===== config.mk =====
export PLATFORM = sky130hd
export DESIGN_NAME = relay_valve_shift_out_flat
export DESIGN_NICKNAME = d
export VERILOG_FILES = /design/src/hdl/rvso_pkg.sv /design/src/hdl/rvso_if.sv /design/src/hdl/rvso_cmd.sv /design/src/hdl/rvso_shift.sv /design/src/hdl/relay_valve_shift_out.sv /design/src/flat_wrapper.sv
export SDC_FILE = /design/constraint.sdc
export NUM_CORES = 1
export LEC_CHECK = 0
export BUFFER_PORTS_ARGS = -buffer_cell sky130_fd_sc_hd__buf_2
export CORE_ASPECT_RATIO = 0.9
export CORE_MARGIN = 2
export CORE_UTILIZATION = 56
export DETAILED_ROUTE_END_ITERATION = 8
export PLACE_DENSITY = 0.85
export SKIP_LAST_GASP = 1
export SYNTH_ARGS = -nofsm -noshare
export SYNTH_HDL_FRONTEND = slang
export SYNTH_SLANG_ARGS = --single-unit

===== constraint.sdc =====
create_clock -name clk -period 4 [get_ports clk]
set_input_delay 0.6 -clock clk [delete_from_list [all_inputs] [get_ports clk]]
set_output_delay 0.6 -clock clk [all_outputs]
set_load 0.02 [all_outputs]

===== src/hdl/rvso_pkg.sv =====
// ---------------------------------------------------------------------------
// rvso_pkg : shared types and tables for the relay and valve shift-out block
// Command codes, image field positions, the relay bit map, the half-step
// phase table and the burst request passed to the serializer.
// ---------------------------------------------------------------------------
package rvso_pkg;

    localparam int IMAGE_W = 16;
    localparam int PHASE_W = 3;
    localparam int NIBBLE_W = 4;
    localparam int COUNT_W = 4;

    // Command codes
    localparam logic [1:0] ACT_SET   = 2'd0;
    localparam logic [1:0] ACT_CLEAR = 2'd1;
    localparam logic [1:0] ACT_STEP  = 2'd2;

    // Image fields: valve A in bits 12..9 of the shared image,
    // valve B in bits 15..12 of its own image
    localparam logic [IMAGE_W-1:0] VALVE_A_FIELD = 16'h1e00;
    localparam logic [IMAGE_W-1:0] VALVE_B_FIELD = 16'hf000;
    localparam int VALVE_A_LSB = 9;
    localparam int VALVE_B_LSB = 12;

    localparam logic [COUNT_W-1:0] LAST_BIT = 4'd15;

    // Request from the command stage to the serializer
    typedef struct packed {
        logic                valid;
        logic [IMAGE_W-1:0]  image;
        logic [NIBBLE_W-1:0] sub_bits;
    } burst_t;

    // Relay number to image bit position
    function automatic logic [COUNT_W-1:0] relay_bit_pos(input logic [3:0] num);
        logic [COUNT_W-1:0] pos;
        case (num)
            4'd0:    pos = 4'd0;
            4'd1:    pos = 4'd7;
            4'd2:    pos = 4'd6;
            4'd3:    pos = 4'd5;
            4'd4:    pos = 4'd4;
            4'd5:    pos = 4'd3;
            4'd6:    pos = 4'd2;
            4'd7:    pos = 4'd1;
            4'd8:    pos = 4'd15;
            4'd9:    pos = 4'd14;
            4'd10:   pos = 4'd10;
            default: pos = 4'd13;
        endcase
        return pos;
    endfunction

    // Half-step coil pattern per phase, as a 4-bit field value. Both valves
    // use the same sequence (0x1000, 0x1800, ... for A; 0x8000, 0xc000, ...
    // for B), only the field position differs.
    function automatic logic [NIBBLE_W-1:0] half_step(input logic [PHASE_W-1:0] ph);
        logic [NIBBLE_W-1:0] pat;
        case (ph)
            3'd0:    pat = 4'h8;
            3'd1:    pat = 4'hc;
            3'd2:    pat = 4'h4;
            3'd3:    pat = 4'h6;
            3'd4:    pat = 4'h2;
            3'd5:    pat = 4'h3;
            3'd6:    pat = 4'h1;
            default: pat = 4'h9;
        endcase
        return pat;
    endfunction

endpackage


===== src/hdl/rvso_if.sv =====
// ---------------------------------------------------------------------------
// rvso_if : channel interfaces for the relay and valve shift-out block
// Command channel and serial bit channel, each with valid/ready handshake.
// ---------------------------------------------------------------------------
interface rvso_cmd_if;
    logic       valid;
    logic       ready;
    logic [1:0] action;
    logic [3:0] relay_number;
    logic       valve_select;
    logic       step_back;

    modport source (output valid, action, relay_number, valve_select, step_back,
                    input ready);
    modport sink   (input valid, action, relay_number, valve_select, step_back,
                    output ready);
endinterface

interface rvso_bit_if;
    logic       valid;
    logic       ready;
    logic       serial_bit;
    logic       latch_strobe;
    logic [3:0] sub_valve_bits;

    modport source (output valid, serial_bit, latch_strobe, sub_valve_bits,
                    input ready);
    modport sink   (input valid, serial_bit, latch_strobe, sub_valve_bits,
                    output ready);
endinterface


===== src/hdl/rvso_cmd.sv =====
// ---------------------------------------------------------------------------
// rvso_cmd : command register and image update
// Holds one command request, computes the next relay/valve image and valve
// phases, and commits when the image is unchanged or the serializer can
// take a new burst.
// ---------------------------------------------------------------------------
module rvso_cmd #(
    parameter int RELAY_COUNT = 10
) (
    input  logic            clk,
    input  logic            rst_n,
    rvso_cmd_if.sink        cmd,
    input  logic            load_ready,
    output rvso_pkg::burst_t burst
);
    import rvso_pkg::*;

    // Command register
    logic                cmd_valid_reg;
    logic [1:0]          action_reg;
    logic [3:0]          relay_reg;
    logic                vsel_reg;
    logic                back_reg;

    // Block state
    logic [IMAGE_W-1:0]  image_reg, image_next;
    logic [IMAGE_W-1:0]  last_sent_reg;
    logic [IMAGE_W-1:0]  sub_image_reg, sub_image_next;
    logic [PHASE_W-1:0]  phase_a_reg, phase_a_next;
    logic [PHASE_W-1:0]  phase_b_reg, phase_b_next;

    logic                in_range;
    logic [IMAGE_W-1:0]  relay_mask;
    logic [PHASE_W-1:0]  phase_cur;
    logic [PHASE_W-1:0]  phase_moved;
    logic [NIBBLE_W-1:0] pat;
    logic                changed;
    logic                commit;

    // Decode relay and valve pattern
    assign in_range   = {1'b0, relay_reg} < 5'(RELAY_COUNT);
    assign relay_mask = IMAGE_W'(1) << relay_bit_pos(relay_reg);
    assign phase_cur  = vsel_reg ? phase_b_reg : phase_a_reg;
    assign pat        = half_step(phase_cur);
    assign phase_moved = back_reg ? phase_cur - PHASE_W'(1) : phase_cur + PHASE_W'(1);

    // Next image and phases
    always_comb
    begin
        image_next     = image_reg;
        sub_image_next = sub_image_reg;
        phase_a_next   = phase_a_reg;
        phase_b_next   = phase_b_reg;
        case (action_reg)
            ACT_SET:
            begin
                if (in_range)
                    image_next = image_reg | relay_mask;
            end
            ACT_CLEAR:
            begin
                if (in_range)
                    image_next = image_reg & ~relay_mask;
            end
            ACT_STEP:
            begin
                if (vsel_reg)
                begin
                    sub_image_next = (sub_image_reg & ~VALVE_B_FIELD)
                                   | (IMAGE_W'(pat) << VALVE_B_LSB);
                    phase_b_next   = phase_moved;
                end
                else
                begin
                    image_next   = (image_reg & ~VALVE_A_FIELD)
                                 | (IMAGE_W'(pat) << VALVE_A_LSB);
                    phase_a_next = phase_moved;
                end
            end
            default: ;
        endcase
    end

    assign changed = image_next != last_sent_reg;
    assign commit  = cmd_valid_reg && (!changed || load_ready);
    assign cmd.ready = !cmd_valid_reg || commit;

    assign burst.valid    = cmd_valid_reg && changed;
    assign burst.image    = image_next;
    assign burst.sub_bits = sub_image_next[IMAGE_W-1 -: NIBBLE_W];

    // Hold command request
    always_ff @(posedge clk or negedge rst_n)
    begin
        if (!rst_n)
            cmd_valid_reg <= 1'b0;
        else if (cmd.ready)
            cmd_valid_reg <= cmd.valid;
    end

    always_ff @(posedge clk)
    begin
        if (cmd.ready && cmd.valid)
        begin
            action_reg <= cmd.action;
            relay_reg  <= cmd.relay_number;
            vsel_reg   <= cmd.valve_select;
            back_reg   <= cmd.step_back;
        end
    end

    // Commit state
    always_ff @(posedge clk or negedge rst_n)
    begin
        if (!rst_n)
        begin
            image_reg     <= '0;
            last_sent_reg <= '0;
            sub_image_reg <= '0;
            phase_a_reg   <= '0;
            phase_b_reg   <= '0;
        end
        else if (commit)
        begin
            image_reg     <= image_next;
            sub_image_reg <= sub_image_next;
            phase_a_reg   <= phase_a_next;
            phase_b_reg   <= phase_b_next;
            if (changed)
                last_sent_reg <= image_next;
        end
    end

endmodule


===== src/hdl/rvso_shift.sv =====
// ---------------------------------------------------------------------------
// rvso_shift : image serializer
// Loads a 16-bit image and presents it MSB first, one bit per request,
// strobing the latch on the last bit.
// ---------------------------------------------------------------------------
module rvso_shift (
    input  logic             clk,
    input  logic             rst_n,
    input  rvso_pkg::burst_t burst,
    output logic             load_ready,
    rvso_bit_if.source       bits
);
    import rvso_pkg::*;

    logic                busy_reg;
    logic [COUNT_W-1:0]  count_reg;
    logic [IMAGE_W-1:0]  shift_reg;
    logic [NIBBLE_W-1:0] sub_reg;
    logic                fire;
    logic                last;

    assign fire       = busy_reg && bits.ready;
    assign last       = count_reg == LAST_BIT;
    assign load_ready = !busy_reg || (fire && last);

    assign bits.valid          = busy_reg;
    assign bits.serial_bit     = shift_reg[IMAGE_W-1];
    assign bits.latch_strobe   = last;
    assign bits.sub_valve_bits = sub_reg;

    // Track burst progress
    always_ff @(posedge clk or negedge rst_n)
    begin
        if (!rst_n)
        begin
            busy_reg  <= 1'b0;
            count_reg <= '0;
        end
        else if (load_ready && burst.valid)
        begin
            busy_reg  <= 1'b1;
            count_reg <= '0;
        end
        else if (fire)
        begin
            count_reg <= count_reg + COUNT_W'(1);
            if (last)
                busy_reg <= 1'b0;
        end
    end

    // Load or advance the shift register
    always_ff @(posedge clk)
    begin
        if (load_ready && burst.valid)
        begin
            shift_reg <= burst.image;
            sub_reg   <= burst.sub_bits;
        end
        else if (fire)
            shift_reg <= shift_reg << 1;
    end

endmodule


===== src/hdl/relay_valve_shift_out.sv =====
// ---------------------------------------------------------------------------
// relay_valve_shift_out : relay and stepper valve driver with serial output
// Applies relay set/clear and valve step commands to an output image and
// shifts each changed image out MSB first with a latch strobe.
// ---------------------------------------------------------------------------
//   channel | dir | payload
//   cmd     | in  | action, relay_number, valve_select, step_back
//   bits    | out | serial_bit, latch_strobe, sub_valve_bits
//
// A command that leaves the image unchanged commits from the command
// register, so such commands flow one per cycle. A command that changes
// the image produces 16 bit requests; the serializer holds one burst and
// loads the next as the last bit of the current one is taken, shifting
// out one bit per cycle while bits.ready is high. The next command waits in
// the command register while a burst drains. Reset clears the images,
// phases and all valid flags. A stalled output holds its bit and strobe.
// ---------------------------------------------------------------------------
module relay_valve_shift_out #(
    parameter int RELAY_COUNT = 10
) (
    input  logic       clk,
    input  logic       rst_n,
    rvso_cmd_if.sink   cmd,
    rvso_bit_if.source bits
);
    import rvso_pkg::*;

    burst_t burst;
    logic   load_ready;

    rvso_cmd #(
        .RELAY_COUNT(RELAY_COUNT)
    ) u_cmd (
        .clk        (clk),
        .rst_n      (rst_n),
        .cmd        (cmd),
        .load_ready (load_ready),
        .burst      (burst)
    );

    rvso_shift u_shift (
        .clk        (clk),
        .rst_n      (rst_n),
        .burst      (burst),
        .load_ready (load_ready),
        .bits       (bits)
    );

endmodule


===== src/flat_wrapper.sv =====
// flat-port wrapper written by rule: the top's interface ports become plain ports
module relay_valve_shift_out_flat import rvso_pkg::*;
#(
    parameter int RELAY_COUNT = 10
)
  (clk, rst_n, cmd_valid, cmd_action, cmd_relay_number, cmd_valve_select, cmd_step_back, cmd_ready, bits_valid, bits_serial_bit, bits_latch_strobe, bits_sub_valve_bits, bits_ready);
  rvso_cmd_if cmd_i ();
  rvso_bit_if bits_i ();
  input  logic clk;
  input  logic rst_n;
  input wire logic [$bits(cmd_i.valid)-1:0] cmd_valid;
  input wire logic [$bits(cmd_i.action)-1:0] cmd_action;
  input wire logic [$bits(cmd_i.relay_number)-1:0] cmd_relay_number;
  input wire logic [$bits(cmd_i.valve_select)-1:0] cmd_valve_select;
  input wire logic [$bits(cmd_i.step_back)-1:0] cmd_step_back;
  output wire logic [$bits(cmd_i.ready)-1:0] cmd_ready;
  output wire logic [$bits(bits_i.valid)-1:0] bits_valid;
  output wire logic [$bits(bits_i.serial_bit)-1:0] bits_serial_bit;
  output wire logic [$bits(bits_i.latch_strobe)-1:0] bits_latch_strobe;
  output wire logic [$bits(bits_i.sub_valve_bits)-1:0] bits_sub_valve_bits;
  input wire logic [$bits(bits_i.ready)-1:0] bits_ready;
  assign cmd_i.valid = cmd_valid;
  assign cmd_i.action = cmd_action;
  assign cmd_i.relay_number = cmd_relay_number;
  assign cmd_i.valve_select = cmd_valve_select;
  assign cmd_i.step_back = cmd_step_back;
  assign cmd_ready = cmd_i.ready;
  assign bits_valid = bits_i.valid;
  assign bits_serial_bit = bits_i.serial_bit;
  assign bits_latch_strobe = bits_i.latch_strobe;
  assign bits_sub_valve_bits = bits_i.sub_valve_bits;
  assign bits_i.ready = bits_ready;
  relay_valve_shift_out #(.RELAY_COUNT(RELAY_COUNT)) u_core (.clk(clk), .rst_n(rst_n), .cmd(cmd_i), .bits(bits_i));
endmodule

-- After elaboration in Yosys (flattened, before gate mapping)
Memories as Yosys holds them, arrays and structs flattened. A register that Yosys moved wholly into a read port is not among the register bits.
Cells that the tools add are included.
- bits in read-only memories: 64
- flip-flop bits (word level): 88
- memories: 1
- output and inout bits: 8
- input port bits: 12
- logic and storage cells: 74
- reduce and logical (&&, ||, !) cells: 20
- order comparisons: 1
- muxes and demuxes: 17
- $add $sub $neg: 3
- shift-type cells: 1
- equality and inequality tests: 10
- bitwise gates (word level): 6
- memories (name ; depth ; bits a word ; rd ports ; clocked after memory_dff ; wr ports ; RTL line ; text):
    (no name shown) ; 16 ; 4 ; 1 ; 1 ; 0 ; rvso_pkg.sv:37 ; case (num)
- operators by type and width (operator ; count):
    16-bit two-way mux ; 7
    16-bit one-hot mux with 3 select lines ; 1
    4-bit one-hot mux with 7 select lines ; 1
    16-bit bitwise AND ; 1
    16-bit inequality test ; 1
    16-bit NOT ; 1
    12-bit by 16-bit bitwise OR with 16-bit output ; 1
    16-bit by 13-bit bitwise OR with 16-bit output ; 1
    16-bit bitwise OR ; 1
    1-bit by 4-bit left shift with 16-bit output, first input constant ; 1
    4-bit two-way mux ; 3
    3-bit == test, second input constant ; 3
    3-bit by 2-bit == test with 1-bit output, second input constant ; 2
    1-bit logical AND ; 6
    3-bit two-way mux ; 2
    3-bit AND reduction ; 2
    4-bit by 1-bit adder with 4-bit output, second input constant ; 1
    4-bit == test, second input constant ; 1
    4-bit < comparator, second input constant ; 1
    2-bit AND reduction ; 2
    2-bit nonzero test ; 2
    3-bit by 1-bit adder with 3-bit output, second input constant ; 1
    3-bit by 1-bit == test with 1-bit output, second input constant ; 1
    1-bit logical NOT ; 3
    8 further kinds ; 12

-- Logic depth before layout (Yosys ltp)
Gate-level depths: netlist of the first run.
- depth in word-level cells: 13
- mapped depth: 16
- depth with buffers taken out: 15

-- Modules after synthesis
A second synthesis of the first run with hierarchy kept.
- cells, all modules: 407
- area total of the unflattened synthesis: 4640.7 µm²
- modules (own cells, without submodules) (module ; times used ; seq. area each (µm²) ; cells each ; area each (µm²)):
    rvso_cmd ; 1 ; 1396.3 ; 336 ; 3492.1
    rvso_shift ; 1 ; 725.7 ; 71 ; 1148.6

-- Worst setup path before layout of the first run
Ideal clock, no wire load.
- path kind: flip-flop to flip-flop
- start: reg u_core.u_cmd.vsel_reg
- end: reg with a tool-made name
- setup time: 78 ps
- stages on the path, launching flop included: 17
- clock period less this slack: 3882 ps
- arrival: 3804 ps
- setup slack: 118 ps
- required time: 3922 ps
- buffers on the path: 1
- cells stage by stage: edfxtp_1 > clkbuf_1 > mux2i_1 > inv_1 > ha_1 > or3_1 > a211oi_1 > o21bai_1 > o221a_2 > nand4_1 > nor4_4 > nor2_1 > clkinv_2 > mux2i_1 > ha_1 > or3_1 > a32oi_1
- RTL lines (element ; RTL line ; text):
    start, declared ; rvso_cmd.sv:22 ; logic vsel_reg;
    start signal, assigned ; rvso_cmd.sv:107 ; vsel_reg <= cmd.valve_select;

==> metrics.csv, run 1 <==
stage,metric,value,unit
status,status,finished clean,
global_routing,grt_overflow,0,
clock_network,tritoncts,yes,
worst_hold_path,min_to,u_core.u_cmd.vsel_reg,
timing,max_freq,251,MHz
clock_network,cts-root-buf,clkbuf_8,
timing,finalCriticalPeriod,3.99,ns
pwr,power.leakage,2.29,nW
timing,worst_slew_pin_slew,1.12,ns
final_layout,final_core_utilization,64.5,%
place,gp_congestion,0.904,
synth,synth_area_leader_cell,dfrtp_1,
worst_setup_path,crit_path_top_delay_cell,edfxtp_1,
place,dp.cells,527,
worst_setup_path,r2r_start,u_core.u_cmd.vsel_reg,
worst_hold_path,hp-class,input pin to flip-flop,
synth,yosysWarnings,0,
timing,drv_slew,0,
synth,synth_most_common_cell,dfrtp_1,
floorplanning,rows,31,
final_layout,fin_nets,470,
timing,fin_ws,0.0137,ns
routing,antenna_left,0,
routing,drtPass1Iterations,4,
timing,finalCritPeriodShare,99.7,%
synth,synth_seq_cells,80,
worst_setup_path,rr_worst_depth,17,
place,io_buffers,19,
global_routing,grt_max_degree,49,
worst_setup_path,path_cells,"mux2i_4, buf_4, ha_2, or3_4, a211oi_4, nor2_1, a311oi_1, nand4_1, buf_4, nor4_4, buf_4, nor2_4, inv_4, mux2i_1, ha_1, or3_1, a32oi_1",
floorplanning,start_util,57.2,%
global_routing,grt_pass1_wl,15300,um
clock_network,path_clk_slew,0.09,ns
global_routing,grt_pass1_vias,3088,
synth,synth_cells,410,
pwr,power_density,555,nW/um^2
synth,synthArstFlopShare,60.0,%
final_layout,drive_gt1_share,29.6,%
floorplanning,core_area,7950,um^2
worst_hold_path,worstHoldStart,cmd_valve_select,
synth,syn_area,4550,um^2
worst_setup_path,worst-path-max-fanout,4,
floorplanning,die_area,8860,um^2
worst_setup_path,max_stage_delay,0.50,ns
clock_network,h-tree-depth,3,
routing,via_count,3263,
global_routing,grt_usage,22.4,%
worst_setup_path,reg2reg_slack,0.01,ns
flow_run,maxCapViolations,0,
clock_network,clk_path_buf_depth,2,
final_layout,synthToLayoutAreaGrowth,12.7,%
timing,slew-limit-headroom,25.4,%
place,dp_hpwl,6800,um
routing,drt_iter0_markers,260,
synth,synthTopCellsByCount,"dfrtp_1, nand2_1, nor2_1",
synth,synth_edf_count,28,
worst_setup_path,worstSetupEndpointType,flip-flop,
routing,drc,0,
synth,synth_nets,432,
timing,setup_viol,0,
clock_network,numCtsBuffers,9,
final_layout,fillers,577,
floorplanning,dieWidth,99.0,um
floorplanning,io_pins,20,
synth,ys_seq_area_share,46.7,%
synth,synth_flop_cell,dfrtp_1,
worst_hold_path,hold_depth,1,
worst_setup_path,crit_top_cell,buf_4,
final_layout,instances_no_fill,552,
synth,synth_top_area_share,26.4,%
routing,wl_per_cell,17.7,um
worst_setup_path,criticalPathCategory,flip-flop to flip-flop,
worst_setup_path,critical_path_arrival,4.26,ns
timing,hold_violations,0,
global_routing,antenna_found_initial,0,
clock_network,clkLatencyLatePin,0.37,ns
final_layout,antennaDiodeCount,0,
synth,synth_cell_types,65,
routing,drt-vias-per-instance,5.91,
synth,syn_area_per_cell,11.1,um^2
timing,fin_skew,0.0131,ns
pwr,peakVddDrop,0.358,mV
floorplanning,die_h,89.5,um
worst_setup_path,cp-start-kind,flip-flop,
clock_network,clkSinkCount,80,
worst_setup_path,cp-startpoint,u_core.u_cmd.vsel_reg,
routing,drt_wl_total,9750,um
place,place_ws,0.0478,ns
synth,synth_area_leaders,"dfrtp_1, edfxtp_1, mux2_4",
worst_setup_path,cp.required,4.27,ns
-- cell families after synthesis --
kind of cell,after synthesis,share of synthesized area [%]
flops,80,46.7
fa+ha+maj,10,2.75
xor+xnor,16,3.08
mux,61,16.5
buf+inv,41,4.76
simple gates,122,14.2
compound gates,80,12.1
-- how the worst max path moves through the flow --
stage	end	slack [ns]	cells past startpoint
floorplan	flip-flop	0.12	16
global placement	flip-flop	0.25	15
detailed placement	flip-flop	0.05	15
CTS	cmd_ready	0.01	10
global route	flip-flop	-0.12	17
finish	flip-flop	0.01	17
-- where the power goes --
part           internal (W)  switching, W  total [W]
registers           0.00103      0.000153    0.00118
logic              0.000517      0.000609    0.00113
clock network      0.000225      0.000314   0.000539
total               0.00177       0.00108    0.00284
-- layout by cell type, fill, tap and decap left out, types with 4 or more instances in the layout --
cell type / netlist / routed
dfrtp_1: 48 / 48
nand2_1: 32 / 32
nor2_1: 30 / 29
edfxtp_1: 28 / 28
buf_4: 0 / 27
mux2_2: 22 / 22
o21ai_0: 21 / 21
mux2_4: 21 / 21
inv_1: 19 / 19
buf_2: 8 / 19
a21oi_1: 15 / 15
nand3_1: 12 / 12
mux2i_1: 14 / 11
xnor2_1: 10 / 10
clkbuf_8: 0 / 9
o31ai_1: 8 / 8
nor3_1: 7 / 6
xor2_1: 6 / 6
ha_1: 10 / 6
o21a_1: 4 / 4
nand2b_1: 4 / 4
a31oi_1: 4 / 4
nand4_1: 4 / 4
or3_1: 5 / 4
mux2_1: 4 / 4
-- stage by stage --
step           hold WS [ns]  total power, W  area (um^2)  setup TNS [ns]
3_3_place_gp          0.481         0.00213         4790               0
6_report              0.411         0.00284         5120               0
2_1_floorplan         0.304         0.00193         4550               0
3_5_place_dp          0.494         0.00219         4790               0
4_1_cts               0.403         0.00274         4980               0
5_1_grt               0.396         0.00301         5120          -0.191
-- repair_timing --
item,CTS,global route
endpoints found under the setup margin,2,16
pin swaps,1,6
buffers inserted,1,8
gates resized for setup,3,18
hold buffers,0,0
-- per-layer routing --
layer	up-vias	routed length (um)	global-route usage, %
li1	1573	-	-
met1	1610	4440	31.5
met2	71	4780	35.6
met3	9	423	4.38
met4	0	103	6.85
met5	-	0	0
-- final cells by class --
cell class	instances	area, um^2	area share [%]
inverters	21	81.3	1.59
well taps	99	124	2.42
clock buffers	9	124	2.42
repair buffers	47	318	6.20
multi-input cells	289	2310	45.0
flip-flops and latches	80	2120	41.4
clock inverters	7	47.5	0.928
-- worst max-delay path: cells and delay by family (launching register included) --
family                   cells  cell delay [ns]
AO/OA/AOI/OAI                3             0.66
adder cells (fa/ha/maj)      2             0.41
buffers and inverters        4             0.63
flip-flops                   1             0.50
multiplexers                 2             0.33
AND/OR/NAND/NOR              6             1.37
Power figures use the tool's default switching activity.
==> inputs of run 2 (changes only) <==
Settings changed: CORE_MARGIN 2 to unset, GPL_TIMING_DRIVEN set to 0.
==> metrics.csv, run 2 (synthesized netlist as in run 1, its figures left out) <==
stage,metric,value,unit
clock_network,tritoncts,yes,
floorplanning,core_area,7690,um^2
timing,setup_viol,0,
floorplanning,io_pins,20,
timing,worst_slew_pin_slew,1.11,ns
floorplanning,die_area,8490,um^2
worst_hold_path,min_to,u_core.u_cmd.action_reg[1],
worst_setup_path,cpLargestDelayFamily,simple AND/OR/NAND/NOR gates,
global_routing,grt_use_met2,39.1,%
global_routing,grt_max_degree,49,
status,status,finished clean,
clock_network,clkLatencyLatePin,0.35,ns
final_layout,postLayoutCellArea,5250,um^2
global_routing,grt_usage,24.5,%
worst_setup_path,max_stage_delay,0.54,ns
worst_setup_path,worst-path-max-fanout,10,
timing,finalCriticalPeriod,3.99,ns
routing,drc,0,
routing,wl_per_cell,19.1,um
final_layout,final_core_utilization,68.2,%
global_routing,grtUsageMet3,4.90,%
place,io_buffers,19,
global_routing,grt_pass1_wl,16000,um
pwr,power_density,587,nW/um^2
timing,fin_skew,0.0113,ns
clock_network,path_clk_slew,0.08,ns
clock_network,clk_path_buf_depth,2,
final_layout,antennaDiodeCount,0,
pwr,power.leakage,2.33,nW
floorplanning,rows,30,
worst_setup_path,reg2reg_slack,0.01,ns
place,dp.cells,525,
timing,tns,0,ns
routing,drt-vias-per-instance,6.16,
final_layout,fillers,544,
place,dp_hpwl,7080,um
timing,rsz0062_at_grt,true,
worst_setup_path,criticalPathCategory,flip-flop to flip-flop,
final_layout,final_common_cell,dfrtp_1,
worst_setup_path,worstSetupEndpointType,flip-flop,
worst_setup_path,cp-start-kind,flip-flop,
clock_network,cts-root-buf,clkbuf_8,
worst_setup_path,rr_worst_depth,12,
worst_hold_path,hold_depth,1,
timing,max_freq,251,MHz
final_layout,drive_gt1_share,30.9,%
worst_setup_path,r2r_start,u_core.u_cmd.relay_reg[1],
pwr,peakVddDrop,0.325,mV
timing,finalCritPeriodShare,99.7,%
global_routing,top_usage_layer,met2,
flow_run,maxCapViolations,0,
global_routing,grt_overflow,0,
worst_setup_path,critical_path_arrival,4.25,ns
final_layout,final_cell_mix,"dfrtp_1, nand2_1, nor2_1, edfxtp_1, buf_2",
timing,slew-limit-headroom,26.0,%
timing,hold_violations,0,
final_layout,instances_no_fill,553,
routing,antenna_left,0,
place,gp_congestion,0.929,
global_routing,grt_pass1_vias,3196,
clock_network,numCtsBuffers,9,
timing,drv_slew,0,
global_routing,antenna_found_initial,0,
clock_network,clkSinkCount,80,
final_layout,synthToLayoutAreaGrowth,15.4,%
worst_hold_path,hp-class,input pin to flip-flop,
worst_setup_path,path_cells,"o21a_1, buf_6, or4b_4, a221oi_2, o2111ai_1, or4_4, nor4_4, nor2_4, mux2i_2, ha_1, or3_1, a32oi_2",
worst_hold_path,worstHoldStart,cmd_action[1],
floorplanning,start_util,59.1,%
final_layout,fin_nets,475,
worst_setup_path,path_buf_inv,1,
floorplanning,die_h,87.5,um
clock_network,cts_hold_buf,0,
routing,drtPass1Iterations,5,
routing,via_count,3408,
worst_setup_path,crit_path_top_delay_cell,or4_4,
clock_network,h-tree-depth,3,
routing,drt_wl_total,10500,um
routing,drt_iter0_markers,323,
place,placed_area,4760,um^2
worst_setup_path,cp.required,4.26,ns
floorplanning,dieWidth,97.0,um
global_routing,use_met1,34.0,%
timing,holdWs,0.416,ns
==> run 2: cell count changes in the layout (fill, tap and decap cells not counted), sizes merged <==
cell and delta:
bufinv +3, buf -2, inv -2, clkbuf +7, clkinvlp -1, clkinv -1
==> run 2: worst max-delay path by stage <==
stage                              startpoint                     endpoint  slack (ns)  depth (start not counted)
floorplan               u_core.u_cmd.vsel_reg                    flip-flop        0.12                         16
global placement        u_core.u_cmd.vsel_reg  u_core.u_shift.shift_reg[0]       -0.51                         13
detailed placement      u_core.u_cmd.vsel_reg                    flip-flop       -0.65                         16
CTS                     u_core.u_cmd.vsel_reg                    flip-flop       0.002                         14
global route            u_core.u_cmd.vsel_reg                    flip-flop       -0.14                         13
finish              u_core.u_cmd.relay_reg[1]                    flip-flop        0.01                         12
==> run 2: layout make-up <==
| type | instances | area (um^2) | area share (%) |
|---|---|---|---|
| flip-flops and latches | 80 | 2120 | 40.4 |
| inverters | 21 | 80.1 | 1.53 |
| well taps | 96 | 120 | 2.29 |
| clock buffers | 9 | 124 | 2.36 |
| repair buffers | 33 | 206 | 3.93 |
| clock inverters | 6 | 109 | 2.07 |
| plain buffers | 19 | 134 | 2.55 |
| multi-input cells | 289 | 2350 | 44.9 |
==> run 2: power breakdown <==
| group | leakage, nW | switching (W) | internal, W | total, W |
|---|---|---|---|---|
| Combinational | 1.29 | 0.000688 | 0.000526 | 0.00121 |
| Clock | 0.119 | 0.000299 | 0.000410 | 0.000709 |
| Sequential | 0.923 | 0.000133 | 0.00102 | 0.00116 |
| Total | 2.33 | 0.00112 | 0.00196 | 0.00308 |
==> run 2: metrics by stage <==
step	power [W]	setup slack [ns]
after CTS	0.00295	0.00199
after floorplan	0.00193	0.118
final	0.00308	0.0124
after global routing	0.00322	-0.144
after global placement	0.00213	-0.510
after detailed placement	0.00219	-0.651
==> run 2: timing repair <==
action                     4_1_cts  5_1_grt
hold endpoints to repair         0        0
resized for setup               10       23
buffers inserted                 6        8
setup endpoints to repair       87        3
pin swaps                        4       10
==> run 2: routing by layer <==
| layer | vias up | routed length (um) |
|---|---|---|
| met5 | - | 0 |
| met4 | 0 | 150 |
| met3 | 17 | 595 |
| met2 | 137 | 5010 |
| met1 | 1668 | 4780 |
| li1 | 1586 | - |
==> inputs of run 3 (changes only) <==
==> constraint.sdc (replaced) <==
create_clock -name clk -period 4 [get_ports clk]
set_input_delay 0.8 -clock clk [delete_from_list [all_inputs] [get_ports clk]]
set_output_delay 0.8 -clock clk [all_outputs]
set_load 0.02 [all_outputs]
==> metrics.csv, run 3 (synthesized netlist as in run 1, its figures left out) <==
stage,metric,value,unit
place,placed_area,4760,um^2
final_layout,instances_no_fill,556,
place,gp_congestion,0.929,
timing,drv_slew,0,
global_routing,grt_pass1_vias,3241,
place,io_buffers,19,
status,status,finished with violations,
floorplanning,start_util,59.1,%
clock_network,path_clk_slew,0.08,ns
clock_network,cts-root-buf,clkbuf_8,
floorplanning,die_h,87.5,um
floorplanning,core_area,7690,um^2
final_layout,final_cell_mix,"dfrtp_1, nand2_1, nor2_1, edfxtp_1, buf_2",
final_layout,fin_nets,478,
final_layout,antennaDiodeCount,0,
final_layout,postLayoutCellArea,5300,um^2
worst_setup_path,criticalPathCategory,flip-flop to flip-flop,
timing,rsz0062_at_grt,true,
timing,max_freq,247,MHz
timing,finalCriticalPeriod,4.05,ns
routing,wl_per_cell,19.2,um
worst_setup_path,cp-start-kind,flip-flop,
global_routing,grt_max_degree,49,
place,dp_hpwl,7080,um
worst_setup_path,critical_path_arrival,4.32,ns
routing,antenna_left,0,
routing,drt_wl_total,10700,um
floorplanning,dieWidth,97.0,um
timing,setup_viol,2,
clock_network,tritoncts,yes,
timing,finalCritPeriodShare,101,%
final_layout,drive_gt1_share,31.3,%
worst_setup_path,cp.required,4.26,ns
place,place_ws,-0.651,ns
global_routing,grt_pass1_wl,16300,um
clock_network,clkSinkCount,80,
flow_run,maxCapViolations,0,
timing,hold_violations,0,
clock_network,clk_path_buf_depth,2,
final_layout,synthToLayoutAreaGrowth,16.5,%
floorplanning,rows,30,
clock_network,h-tree-depth,3,
place,dp.cells,525,
timing,worst_slew_pin_slew,1.12,ns
worst_setup_path,worst-path-max-fanout,5,
clock_network,clkLatencyLatePin,0.35,ns
routing,via_count,3448,
pwr,power_density,588,nW/um^2
global_routing,antenna_found_initial,0,
final_layout,multi_input_area,2370,um^2
global_routing,grt_usage,24.9,%
timing,fin_ws,-0.0534,ns
global_routing,grt_overflow,0,
routing,drt_iter0_markers,333,
worst_hold_path,hp-class,flip-flop to flip-flop,
final_layout,final_core_utilization,68.8,%
routing,drtPass1Iterations,5,
clock_network,numCtsBuffers,9,
pwr,power.leakage,2.35,nW
routing,drc,0,
floorplanning,die_area,8490,um^2
routing,drt-vias-per-instance,6.20,
pwr,peakVddDrop,0.331,mV
worst_setup_path,worstSetupEndpointType,flip-flop,
final_layout,final_common_cell,dfrtp_1,
timing,fin_skew,0.0124,ns
status,violations,negative setup slack,
final_layout,fillers,535,
timing,slew-limit-headroom,25.0,%
floorplanning,io_pins,20,
final_layout,ff_latch_area,2120,um^2
timing,holdWs,0.511,ns
## run 3: worst paths after layout
kind                                                     start                              to  slack (ns)  depth (start not counted)
worst min register to register  u_core.u_cmd.sub_image_reg[15]  u_core.u_cmd.sub_image_reg[15]        0.51                          1
min in group asynchronous                                rst_n       u_core.u_cmd.image_reg[1]        0.66                          1
worst min-delay path            u_core.u_cmd.sub_image_reg[15]  u_core.u_cmd.sub_image_reg[15]        0.51                          1
worst max register to register           u_core.u_cmd.vsel_reg                       flip-flop       -0.05                         16
max in group asynchronous                                rst_n       u_core.u_cmd.image_reg[9]        2.64                          1
worst max-delay path                     u_core.u_cmd.vsel_reg                       flip-flop       -0.05                         16
## run 3: cell type report
type	count	share of cell area (%)
inverter	21	1.54
clock inverter	6	2.06
sequential	80	40.1
buffer	18	2.46
tap	96	2.27
timing repair buffer	37	4.46
multi-input combinational	289	44.8
clock buffer	9	2.34
## run 3: through the flow
step | TNS (ns) | power [W]
after CTS | 0 | 0.00302
after detailed placement | -20.80 | 0.00219
after global placement | -12.47 | 0.00213
after global routing | -0.577 | 0.00326
final | -0.0739 | 0.00311
after floorplan | 0 | 0.00193
## run 3: what timing repair did
action                                  CTS  global route
setup buffers                            12             6
endpoints found under the setup margin   87            18
gates cloned                              0             0
hold buffers                              0             0
hold endpoints to repair                  0             0
pin swaps                                 6            12
resized for setup                        23            12
## run 3: power breakdown
part | total, W | internal (W) | switching [W]
clock network | 0.000707 | 0.000410 | 0.000297
registers | 0.00116 | 0.00102 | 0.000133
logic | 0.00125 | 0.000545 | 0.000705
total | 0.00311 | 0.00198 | 0.00113
## run 3: critical path: stages (launching register included)
cell,delay (ns)
edfxtp_1,0.47
mux2i_4,0.32
inv_2,0.08
ha_4,0.18
or3_4,0.40
a211oi_4,0.28
nor2_2,0.09
a311oi_2,0.29
nand4_1,0.16
buf_4,0.17
nor4_4,0.24
buf_4,0.20
nor2_4,0.07
mux2i_4,0.23
ha_1,0.18
or3_1,0.38
a32oi_2,0.23
## run 3: per-layer routing
metal	vias to the layer above	track usage (%)	routed length, um
met3	11	5.22	757
met4	0	6.38	80
met2	149	40.2	5130
li1	1596	-	-
met5	-	0	0
met1	1692	34.4	4700
